### src/rtl/atcp_pkg.sv
// ----------------------------------------------------------------------------
// atcp_pkg: shared types and constants of the AT command token parser
// Reply codes, command word layout, reset values and the per-item result.
// ----------------------------------------------------------------------------
package atcp_pkg;

  localparam int NUM_CMDS   = 3;
  localparam int CMD_IDX_W  = 2;
  localparam int WORD_W     = 32;
  localparam int CHAR_W     = 8;
  localparam int REPLY_W    = 3;
  localparam int NAME_POS_W = 3;
  localparam int NAME_LEN   = 4;

  // Reply codes
  localparam logic [REPLY_W-1:0] RC_NONE  = 3'd0;
  localparam logic [REPLY_W-1:0] RC_OK    = 3'd1;
  localparam logic [REPLY_W-1:0] RC_ERROR = 3'd2;
  localparam logic [REPLY_W-1:0] RC_READ  = 3'd3;
  localparam logic [REPLY_W-1:0] RC_WRITE = 3'd4;

  // Configuration register indexes
  localparam logic [CMD_IDX_W-1:0] REG_CMD_WORD_0 = 2'd0;
  localparam logic [CMD_IDX_W-1:0] REG_CMD_WORD_1 = 2'd1;
  localparam logic [CMD_IDX_W-1:0] REG_CMD_WORD_2 = 2'd2;

  // Reset command names: "NAME", "PORT", "VERS"
  localparam logic [WORD_W-1:0] CMD_WORD_0_RST = 32'h4E41_4D45;
  localparam logic [WORD_W-1:0] CMD_WORD_1_RST = 32'h504F_5254;
  localparam logic [WORD_W-1:0] CMD_WORD_2_RST = 32'h5645_5253;

  // Characters
  localparam logic [CHAR_W-1:0] CH_LF    = 8'h0A;
  localparam logic [CHAR_W-1:0] CH_CR    = 8'h0D;
  localparam logic [CHAR_W-1:0] CH_QUERY = 8'h3F;
  localparam logic [CHAR_W-1:0] CH_EQUAL = 8'h3D;
  localparam logic [CHAR_W-1:0] CH_A     = 8'h41;
  localparam logic [CHAR_W-1:0] CH_T     = 8'h54;
  localparam logic [CHAR_W-1:0] CH_PLUS  = 8'h2B;

  typedef logic [WORD_W-1:0] cmd_words_t [NUM_CMDS];

  typedef struct packed {
    logic [REPLY_W-1:0]   code;
    logic [CMD_IDX_W-1:0] idx;
  } parse_result_t;

endpackage

### src/rtl/at_command_token_parser.sv
// ----------------------------------------------------------------------------
// at_command_token_parser: AT command line recognizer
// One received character in, one reply out per transaction.
// ----------------------------------------------------------------------------
// Path: input register, then the reply register behind one pass of parser
//   logic; while the reply register is stalled the character waits in the
//   input register.
// Throughput: one character per cycle while out_ready stays high.
// Reset: synchronous active-low rst_n empties both registers, sets the parser
//   idle with all candidates alive and loads the default command names.
module at_command_token_parser (
  input  logic                           clk,
  input  logic                           rst_n,
  // character input
  input  logic                           in_valid,
  output logic                           in_ready,
  input  logic [atcp_pkg::CHAR_W-1:0]    in_rx_char,
  // reply output
  output logic                           out_valid,
  input  logic                           out_ready,
  output logic [atcp_pkg::REPLY_W-1:0]   out_reply_code,
  output logic [atcp_pkg::CMD_IDX_W-1:0] out_command_index,
  // configuration writes
  input  logic                           cfg_valid,
  output logic                           cfg_ready,
  input  logic [atcp_pkg::CMD_IDX_W-1:0] cfg_index,
  input  logic [atcp_pkg::WORD_W-1:0]    cfg_wdata
);
  import atcp_pkg::*;

  logic              in_vld_r, in_vld_nxt;
  logic [CHAR_W-1:0] char_r;
  logic              out_vld_r, out_vld_nxt;
  parse_result_t     res_r;
  parse_result_t     step_res;
  cmd_words_t        words;
  logic              adv;

  // Configuration is always taken and lands at once; write it only while
  // no character or reply is in flight.
  assign cfg_ready = 1'b1;

  atcp_cfg_regs u_cfg (
    .clk      (clk),
    .rst_n    (rst_n),
    .wr_en    (cfg_valid & cfg_ready),
    .wr_index (cfg_index),
    .wr_data  (cfg_wdata),
    .words    (words)
  );

  // Advance the held character into the reply register when the reply
  // slot is empty or being drained this cycle.
  assign adv      = in_vld_r & (~out_vld_r | out_ready);
  // Take a new character whenever the input register empties this cycle.
  assign in_ready = ~in_vld_r | adv;

  atcp_parser u_parser (
    .clk     (clk),
    .rst_n   (rst_n),
    .step    (adv),
    .rx_char (char_r),
    .words   (words),
    .result  (step_res)
  );

  always_comb begin
    in_vld_nxt = in_vld_r;
    if (in_valid & in_ready) in_vld_nxt = 1'b1;
    else if (adv)            in_vld_nxt = 1'b0;

    out_vld_nxt = out_vld_r;
    if (adv)            out_vld_nxt = 1'b1;
    else if (out_ready) out_vld_nxt = 1'b0;
  end

  always_ff @(posedge clk) begin
    if (!rst_n) begin
      in_vld_r  <= 1'b0;
      out_vld_r <= 1'b0;
    end else begin
      in_vld_r  <= in_vld_nxt;
      out_vld_r <= out_vld_nxt;
    end
  end

  // Payload registers: capture on transaction, hold otherwise.
  always_ff @(posedge clk) begin
    if (in_valid & in_ready) char_r <= in_rx_char;
    if (adv)                 res_r  <= step_res;
  end

  assign out_valid         = out_vld_r;
  assign out_reply_code    = res_r.code;
  assign out_command_index = res_r.idx;

`ifndef NO_ASSERTIONS
  // Every parser step must show up as a pending reply next cycle.
  a_step_gives_reply: assert property (@(posedge clk) disable iff (!rst_n)
    adv |=> out_vld_r)
    else $error("parser step produced no reply");

  // The command index is only meaningful with read or write replies.
  a_idx_only_rw: assert property (@(posedge clk) disable iff (!rst_n)
    (out_vld_r && res_r.code != RC_READ && res_r.code != RC_WRITE)
      |-> res_r.idx == '0)
    else $error("command index set without read or write reply");

  // Replies stay within the defined codes.
  a_code_range: assert property (@(posedge clk) disable iff (!rst_n)
    out_vld_r |-> (res_r.code == RC_NONE || res_r.code == RC_OK ||
                   res_r.code == RC_ERROR || res_r.code == RC_READ ||
                   res_r.code == RC_WRITE))
    else $error("undefined reply code");

  // A held character that cannot advance must block new input.
  a_hold_blocks: assert property (@(posedge clk) disable iff (!rst_n)
    (in_vld_r && out_vld_r && !out_ready) |=> $stable(char_r))
    else $error("held character overwritten while stalled");
`endif

endmodule

### src/rtl/atcp_cfg_regs.sv
// ----------------------------------------------------------------------------
// atcp_cfg_regs: command word register file
// Three 32-bit command names, written through the configuration channel.
// ----------------------------------------------------------------------------
module atcp_cfg_regs (
  input  logic                           clk,
  input  logic                           rst_n,
  input  logic                           wr_en,
  input  logic [atcp_pkg::CMD_IDX_W-1:0] wr_index,
  input  logic [atcp_pkg::WORD_W-1:0]    wr_data,
  output atcp_pkg::cmd_words_t           words
);
  import atcp_pkg::*;

  cmd_words_t words_r;

  always_ff @(posedge clk) begin
    if (!rst_n) begin
      words_r[0] <= CMD_WORD_0_RST;
      words_r[1] <= CMD_WORD_1_RST;
      words_r[2] <= CMD_WORD_2_RST;
    end else if (wr_en) begin
      unique case (wr_index)
        REG_CMD_WORD_0: words_r[0] <= wr_data;
        REG_CMD_WORD_1: words_r[1] <= wr_data;
        REG_CMD_WORD_2: words_r[2] <= wr_data;
        default: ;  // drop writes beyond the register list
      endcase
    end
  end

  assign words = words_r;

endmodule

### src/rtl/atcp_parser.sv
// ----------------------------------------------------------------------------
// atcp_parser: line parser state and per-character step logic
// Holds phase, name position and candidate mask; advances on each step.
// ----------------------------------------------------------------------------
module atcp_parser (
  input  logic                        clk,
  input  logic                        rst_n,
  input  logic                        step,
  input  logic [atcp_pkg::CHAR_W-1:0] rx_char,
  input  atcp_pkg::cmd_words_t        words,
  output atcp_pkg::parse_result_t     result
);
  import atcp_pkg::*;

  typedef enum logic [2:0] {
    PH_IDLE   = 3'd0,
    PH_GOT_A  = 3'd1,
    PH_GOT_AT = 3'd2,
    PH_NAME   = 3'd3,
    PH_RW     = 3'd4
  } phase_t;

  phase_t                phase_r, phase_nxt;
  logic [NAME_POS_W-1:0] pos_r, pos_nxt, pos_inc;
  logic [NUM_CMDS-1:0]   alive_r, alive_nxt, alive_and, hit;
  parse_result_t         res;

  // Name character at a position; positions past the word read as zero
  function automatic logic [CHAR_W-1:0] name_char(input logic [WORD_W-1:0] word,
                                                   input logic [NAME_POS_W-1:0] pos);
    logic [CHAR_W-1:0] ch;
    case (pos[1:0])
      2'd0:    ch = word[31:24];
      2'd1:    ch = word[23:16];
      2'd2:    ch = word[15:8];
      default: ch = word[7:0];
    endcase
    return pos[2] ? '0 : ch;
  endfunction

  function automatic logic [CMD_IDX_W-1:0] lowest_alive(input logic [NUM_CMDS-1:0] m);
    logic [CMD_IDX_W-1:0] i;
    if (m[0])      i = 2'd0;
    else if (m[1]) i = 2'd1;
    else if (m[2]) i = 2'd2;
    else           i = 2'd0;
    return i;
  endfunction

  always_comb begin
    for (int k = 0; k < NUM_CMDS; k++) begin
      hit[k] = (name_char(words[k], pos_r) == rx_char);
    end
  end

  assign alive_and = alive_r & hit;
  assign pos_inc   = pos_r + 1'b1;

  always_comb begin
    phase_nxt = phase_r;
    pos_nxt   = pos_r;
    alive_nxt = alive_r;
    res.code  = RC_NONE;
    res.idx   = '0;
    if (rx_char != CH_LF) begin
      unique case (phase_r)
        PH_IDLE: begin
          if (rx_char == CH_A) phase_nxt = PH_GOT_A;
        end
        PH_GOT_A: begin
          if (rx_char == CH_T) begin
            phase_nxt = PH_GOT_AT;
          end else begin
            phase_nxt = PH_IDLE;
            res.code  = RC_ERROR;
          end
        end
        PH_GOT_AT: begin
          if (rx_char == CH_PLUS) begin
            phase_nxt = PH_NAME;
            pos_nxt   = '0;
            alive_nxt = '1;
          end else if (rx_char == CH_CR) begin
            phase_nxt = PH_IDLE;
            res.code  = RC_OK;
          end
        end
        PH_NAME: begin
          alive_nxt = alive_and;
          if (alive_and == '0) begin
            phase_nxt = PH_IDLE;
            res.code  = RC_ERROR;
          end else begin
            pos_nxt = pos_inc;
            if ({1'b0, pos_inc} >= (NAME_POS_W+1)'(NAME_LEN) || pos_inc == '0) begin
              phase_nxt = PH_RW;
            end
          end
        end
        PH_RW: begin
          if (rx_char == CH_QUERY) begin
            res.code = RC_READ;
            res.idx  = lowest_alive(alive_r);
          end else if (rx_char == CH_EQUAL) begin
            res.code = RC_WRITE;
            res.idx  = lowest_alive(alive_r);
          end
          phase_nxt = PH_IDLE;
        end
        default: phase_nxt = PH_IDLE;
      endcase
    end
  end

  always_ff @(posedge clk) begin
    if (!rst_n) begin
      phase_r <= PH_IDLE;
      pos_r   <= '0;
      alive_r <= '1;
    end else if (step) begin
      phase_r <= phase_nxt;
      pos_r   <= pos_nxt;
      alive_r <= alive_nxt;
    end
  end

  assign result = res;

endmodule

### config.mk
export PLATFORM = sky130hd
export DESIGN_NAME = at_command_token_parser
export DESIGN_NICKNAME = d
export VERILOG_FILES = /design/src/rtl/atcp_pkg.sv /design/src/rtl/at_command_token_parser.sv /design/src/rtl/atcp_cfg_regs.sv /design/src/rtl/atcp_parser.sv
export SDC_FILE = /design/constraint.sdc
export NUM_CORES = 1
export LEC_CHECK = 0
export BUFFER_PORTS_ARGS = -buffer_cell sky130_fd_sc_hd__buf_2
export CORE_MARGIN = 10
export CORE_UTILIZATION = 55
export DETAILED_ROUTE_END_ITERATION = 16
export PLACE_DENSITY = 0.75
export SLEW_MARGIN = 15
export SYNTH_ARGS = -nofsm -noshare
export SYNTH_HDL_FRONTEND = slang
export SYNTH_HIERARCHICAL = 1
export SYNTH_SLANG_ARGS = --single-unit
### constraint.sdc
create_clock -name clk -period 6.3 [get_ports clk]
set_input_delay 1.26 -clock clk [delete_from_list [all_inputs] [get_ports clk]]
set_output_delay 1.26 -clock clk [all_outputs]
set_load 0.005 [all_outputs]
Yosys cells after proc, flatten, opt, wreduce, memory -nomap -nowiden. Index checks and enable logic that the tools add are counted.

Bits in registers: 120. Bits in latches: 0. Memory bits (writable): 0. ROM bits: 0. Input bits: 47. Output and inout bits: 8. Word-level logic and storage cells: 91. Memories: 0.

Add/sub/neg operators: 1. $mul: 0. Div/mod/pow operators: 0. Magnitude comparators: 1. Eq/ne operators: 23. Shift operators: 0. Muxes and demuxes: 32. Bitwise operators: 7. Reduce and logical (&&, ||, !) cells: 16.

Operators by type and width (number): $pmux 8 s3 (3); $mux 3 (9); $eq 8x6->1 const B (3); $eq 8x8->1 (3); $mux 8 (3); $pmux 3 s4 (2); $eq 8x7->1 const B (2); $mux 2 (6); $pmux 3 s2 (2); $mux 5 (2); $reduce_and 5->1 (2); $logic_not 3->1 (3); $eq 8x4->1 const B (1); $ne 8x4->1 const B (1); $reduce_and 2->1 (4); $eq 3x2->1 const B (2); $ne 3x1->1 const B (2); $reduce_bool 2->1 (3); $mux 1 (5); $eq 2x1->1 const B (2); $eq 2x2->1 const B (2); $logic_not 2->1 (2); $ne 2x1->1 const B (2); $reduce_and 4->1 (1); other kinds (10) (13).

Logic depth before layout (Yosys ltp).
Depth after elaboration: 8. Mapped depth: 12. Depth with buffers taken out: 10.

Hierarchy. The synthesis kept the hierarchy.

Modules (own cells, without submodules): atcp_cfg_regs (times used 1, cells an instance 372, area an instance 3873.7 sq um, seq. area each 1921.8 sq um); atcp_parser (times used 1, cells an instance 274, area an instance 1838.0 sq um, seq. area each 180.2 sq um); at_command_token_parser (times used 1, cells an instance 24, area an instance 505.5 sq um, seq. area each 430.4 sq um).

Worst setup path after synthesis. Ideal clock, no wire load.

Path kind: in2out. From: input port out_ready. To: output port in_ready. Arrival time: 1395 ps. Required time: 5040 ps. Slack: 3645 ps. Stages on the path: 1. Buffers on the path: 0. Cell sequence: nand3b_4.

Longest elaborated chain between the ends: 3.

RTL lines: start, declared (RTL line at_command_token_parser.sv:20) `input logic out_ready,`; $or 1x1->1 (RTL line at_command_token_parser.sv:54) `assign adv = in_vld_r & (~out_vld_r | out_ready);`; $and 1x1->1 (RTL line at_command_token_parser.sv:54); $or 1x1->1 (RTL line at_command_token_parser.sv:56) `assign in_ready = ~in_vld_r | adv;`; end, declared (RTL line at_command_token_parser.sv:16) `output logic in_ready,`.

Every way passes these cells.

Final worst setup path.
From: register u_parser.pos_r[0]. To: register u_parser.pos_r[0].

Longest elaborated chain between the ends: 8. Elaborated cells between the ends (all ways): 19. Those cells by class: 1 x add/sub; 6 x eq/ne; 8 x mux; 1 x bitwise; 3 x reduce/logical.

RTL lines: start, declared (RTL line atcp_parser.sv:24) `logic [NAME_POS_W-1:0] pos_r, pos_nxt, pos_inc;`; start signal, assigned (RTL line atcp_parser.sv:122) `pos_r <= pos_nxt;`; $eq 2x2->1, or another cell as far along (RTL line atcp_parser.sv:32) `case (pos[1:0])`; $pmux 8 s3 (RTL line atcp_parser.sv:32); $mux 8 (RTL line atcp_parser.sv:38) `return pos[2] ? '0 : ch;`; $eq 8x8->1 (RTL line atcp_parser.sv:52) `hit[k] = (name_char(words[k], pos_r) == rx_char);`; $and 3x3->3 (RTL line atcp_parser.sv:56) `assign alive_and = alive_r & hit;`; $logic_not 3->1 (RTL line atcp_parser.sv:90) `if (alive_and == '0) begin`; $ne 2x2->1 (no line); $reduce_and 5->1 (no line).

Parallel ways exist; a longest one is shown, timed or not. The select of a mux whose other input is x is not followed. A chain may end at the register's enable or synchronous reset.

==> run summary <==
The flow ran to the end, and the final reports show no timing, DRC or antenna violations. The post-synthesis mux area share came out at 14.7%. The clock transition time at the flip-flop clock pins of the worst setup and hold paths is 50 ps. Synthesis produced a netlist whose cell count is 670. The number of antenna violations at the first check in global routing came to 0. Power spread over the standard cell area amounts to 284 mW/mm2. Setup repair after global routing left no endpoint under its margin. Per report_power, the clock group accounts for 50.7% of the total. The area growth from synthesis to layout is 11.9%.

Sorting the synthesized cells by area gives the leading types as sky130_fd_sc_hd__dfxtp_1 (34%), sky130_fd_sc_hd__mux2i_1 (14%), sky130_fd_sc_hd__nand2_1 (6.9%), sky130_fd_sc_hd__edfxtp_1 (6.3%), sky130_fd_sc_hd__nor2b_1 (5.2%). The average instance area after synthesis came out at 9.28 um2. The synthesized netlist devotes 14.7% of its cell area to compound gates. The critical path is of the flop to flop type.

The hold violation count in the final report came to 0. The largest buffer count on any clock path came out at 2. When the netlist entered floorplanning its net count stood at 722.

The via density per instance came out at 6.25. The final setup TNS came out at 0 ps. The post-synthesis async set-or-reset flop share came out at 0%. The met2 routed wirelength came out at 8330 um.

The worst-case vdd ir drop came out at 245 uV. For this run, the register share of the synthesized area comes to 40.7%. Entering global routing, the biggest net connects 101 pins. The net count of the finished layout came out at 741. Across the routed clock network, the largest skew measured is 5.79 ps. The horizontal die dimension came out at 126 um. The net switching fraction of the power came out at 23.5%. The worst endpoint data arrival time came out at 4000 ps. The smallest clock period supported by the final layout is computed as 3660 ps. The share of synthesized cell area in and, or, nand and nor gates is 21.8%. Cell internal power was estimated by the tool at 0.00151 W. The fraction of synthesized cell area in xor and xnor cells came out at 0%. After legalization and detailed placement, the total HPWL measured 12200 um.

The total buffers and inverters traversed by the critical path is 1. Across the run, the number of max-cap violations was 0. The post-synthesis cell area is 0.00622 mm2. For this design, the slowest cell found on the critical path is sky130_fd_sc_hd__ha_1. On the worst path, the slowest cell contributes a delay of 750 ps. The clock reaches the later pin of the worst-skew pair after 430 ps. The clock tree synthesis step divided the H-tree into 4 levels. The routed length per instance is 20.7 um. The flip-flop and latch count after synthesis is 120.

The count of final max-slew check failures is 0. The relative slew slack came out at 40.2%. The core region is 0.0109 mm2. After detailed placement, the design holds a cell count of 810. The total of buffers placed on input and output ports is 53. The root buffer cell chosen for the clock tree is sky130_fd_sc_hd__clkbuf_16.

In this run, the combinational gates consume 7.2% of the power. The floorplan die height is 126 um. STA classifies the critical path startpoint as a flop.

STA classifies the critical path endpoint as a flop. The count of warnings emitted by yosys is 6. The post-route met1 wirelength came out at 7870 um. The count of nets left with antenna violations after detail routing is 0. The sequential share of power is 42.1%. The first-pass GRT wire length is 27900 um.

The total of cells resized after clock tree synthesis is 0. Across all layers, the routed design uses 5263 vias. The most common cell in the synthesized netlist is sky130_fd_sc_hd__nand2_1. The I/O pin count came out at 55. The net switching power came out at 0.000465 W. The number of fillers in the final layout came out at 936. The timing-limited maximum frequency is 273 MHz.

The antenna diode count is 0. The largest fanout on the critical path came out at 24. Post-CTS timing repair inserted 0 buffers for setup.

Measured on the finished design, the core utilization comes to 63.6%. TritonCTS built the clock tree. The DRC violations left came out at 0. The worst hold path belongs to the class flop to flop. Setup violations remaining at the end of the flow were counted as 0. Synthesis instantiated 68 different standard cells from the library.

The post-route clock period utilization came out at 58.1%. The signal on the critical path passes through inv_1 -> ha_1 -> a222oi_1 -> a22o_1 -> a221oi_1 -> o2111ai_1 -> a2111oi_1 -> or3_1 -> nand3_1 -> o22ai_1. The adder-cell share of the synthesized area came out at 1.01%. The critical path required time came out at 6640 ps.

In the synthesized netlist the dominant register cell turns out to be sky130_fd_sc_hd__dfxtp_1. The number of global-route vias before repair is 5177. The count of flip-flops with a built-in enable after synthesis came out at 13. After synthesis, the largest family of logic cells by area is simple AND/OR/NAND/NOR gates. At the pin with the least slew margin, the transition time is 897 ps.

The weighted congestion at the end of routability-driven global placement came out at 0.977. The initial utilization of the core area, before any placement, comes to 56.9%. The largest total area in the synthesized netlist belongs to sky130_fd_sc_hd__dfxtp_1. After floorplanning, the core was divided into 38 placement rows. The final routed wirelength across all metal layers came out at 17500 um.

For this design, the CTS-stage hold fixing added 0 buffers. TritonCTS created 17 clock buffers. The total clock sinks came out at 120.

The cell family contributing the most delay on the critical path is compound AO/OA/AOI/OAI gates. The number of detailed-routing iterations run before antenna repair came out at 9. The portion of synthesized cell area occupied by the leading cell type is 34.5%.

The standby leakage power is 2.96 nW. The total grt overflow is 0. The DRC violation total after the first TritonRoute iteration came out at 831.

Sorting the synthesized cells by how often they occur yields sky130_fd_sc_hd__nand2_1 (114), sky130_fd_sc_hd__dfxtp_1 (107), sky130_fd_sc_hd__mux2i_1 (90). The post-layout instance count excluding filler cells is 842. The overall fraction of global-route tracks in use is 21.8%. The area of the die came out at 0.0160 mm2. Of the cells placed in the final design, the portion with a size suffix greater than 1 is 14.5%. The met3 layer wire length in the routed design came out at 915 um.

The uppermost signal routing layer after detailed routing is met4.
-- cells by family (layout without fill, tap and decap cells) --
group / Yosys count / count (layout)
compound gates: 121 / 121
other cells: 1 / 1
mux: 91 / 91
buf+inv: 80 / 112
flops: 120 / 120
simple gates: 252 / 252
fa+ha+maj: 5 / 5
-- final cells by class --
class                   instances  area (um2)  share of cell area, %
repair buffers                 57         298                   4.28
multi-input cells             470        3250                   46.7
inverters                      23        86.3                   1.24
clock buffers                  21         503                   7.23
flip-flops and latches        120        2530                   36.4
well taps                     140         175                   2.52
clock inverters                11         115                   1.65
-- worst paths after layout --
check | from | endpoint | slack [ps] | cells after the start
worst max-delay path | u_parser/pos_r[0] | u_parser/pos_r[0] | 2640 | 10
worst min-delay path | u_cfg/words[95] | u_cfg/words[95] | 470 | 2
worst max register to register | u_parser/pos_r[0] | u_parser/pos_r[0] | 2640 | 10
worst min register to register | u_cfg/words[95] | u_cfg/words[95] | 470 | 2
-- worst register-to-register path: stages (launching register included) --
cell	delay, ps
sky130_fd_sc_hd__dfxtp_1	350
sky130_fd_sc_hd__inv_1	110
sky130_fd_sc_hd__ha_1	750
sky130_fd_sc_hd__a222oi_1	290
sky130_fd_sc_hd__a22o_1	300
sky130_fd_sc_hd__a221oi_1	230
sky130_fd_sc_hd__o2111ai_1	150
sky130_fd_sc_hd__a2111oi_1	650
sky130_fd_sc_hd__or3_1	370
sky130_fd_sc_hd__nand3_1	160
sky130_fd_sc_hd__o22ai_1	220
-- sequential cells by signal, summed over array words and instances, names as in the netlist --
signal / cells
u_parser/phase_r: 3
u_parser/alive_r: 3
in_vld_r: 1
out_command_index: 2
out_valid: 1
out_reply_code: 3
u_cfg/words: 96
u_parser/pos_r: 3
char_r: 8
-- through the flow --
step | hold slack [ps] | cell area, um2 | worst slack [ps] | total power (W)
6_report | 467 | 6960 | 2640 | 0.00197
2_1_floorplan | 434 | 6220 | 3650 | 0.000940
3_3_place_gp | 449 | 6340 | 2780 | 0.000984
3_5_place_dp | 454 | 6340 | 2760 | 0.000986
5_1_grt | 487 | 6960 | 2430 | 0.00204
4_1_cts | 467 | 6960 | 2740 | 0.00198
-- metal layers --
metal | up-vias | global-route usage [%]
met5 | - | 0
li1 | 2477 | -
met3 | 30 | 5.41
met2 | 193 | 35.2
met1 | 2563 | 27.4
met4 | 0 | 8.04
-- cell usage in the layout, fill, tap and decap left out, types with 8 or more instances in the layout --
master                      netlist  routed
sky130_fd_sc_hd__a21oi_1         10      10
sky130_fd_sc_hd__a222oi_1        21      21
sky130_fd_sc_hd__a22oi_1         11      11
sky130_fd_sc_hd__buf_2           16      52
sky130_fd_sc_hd__clkbuf_16        0      19
sky130_fd_sc_hd__dfxtp_1        107     107
sky130_fd_sc_hd__edfxtp_1        13      13
sky130_fd_sc_hd__inv_1           23      23
sky130_fd_sc_hd__mux2i_1         90      90
sky130_fd_sc_hd__nand2_1        114     114
sky130_fd_sc_hd__nand3_1         10      10
sky130_fd_sc_hd__nor2_1          15      15
sky130_fd_sc_hd__nor2b_1         52      52
sky130_fd_sc_hd__nor3_1          10      10
sky130_fd_sc_hd__o211ai_1         8       8
sky130_fd_sc_hd__o21ai_0         15      15
sky130_fd_sc_hd__o22ai_1         14      14
-- power groups by stage --
stage	combinational (W)	clock [W]	sequential [W]
2_1_floorplan	0.000111	0	0.000829
3_3_place_gp	0.000136	0	0.000847
3_5_place_dp	0.000140	0	0.000846
4_1_cts	0.000140	0.00101	0.000831
5_1_grt	0.000155	0.00105	0.000834
6_report	0.000142	0.000999	0.000832
(Power assumes the default switching activity.)
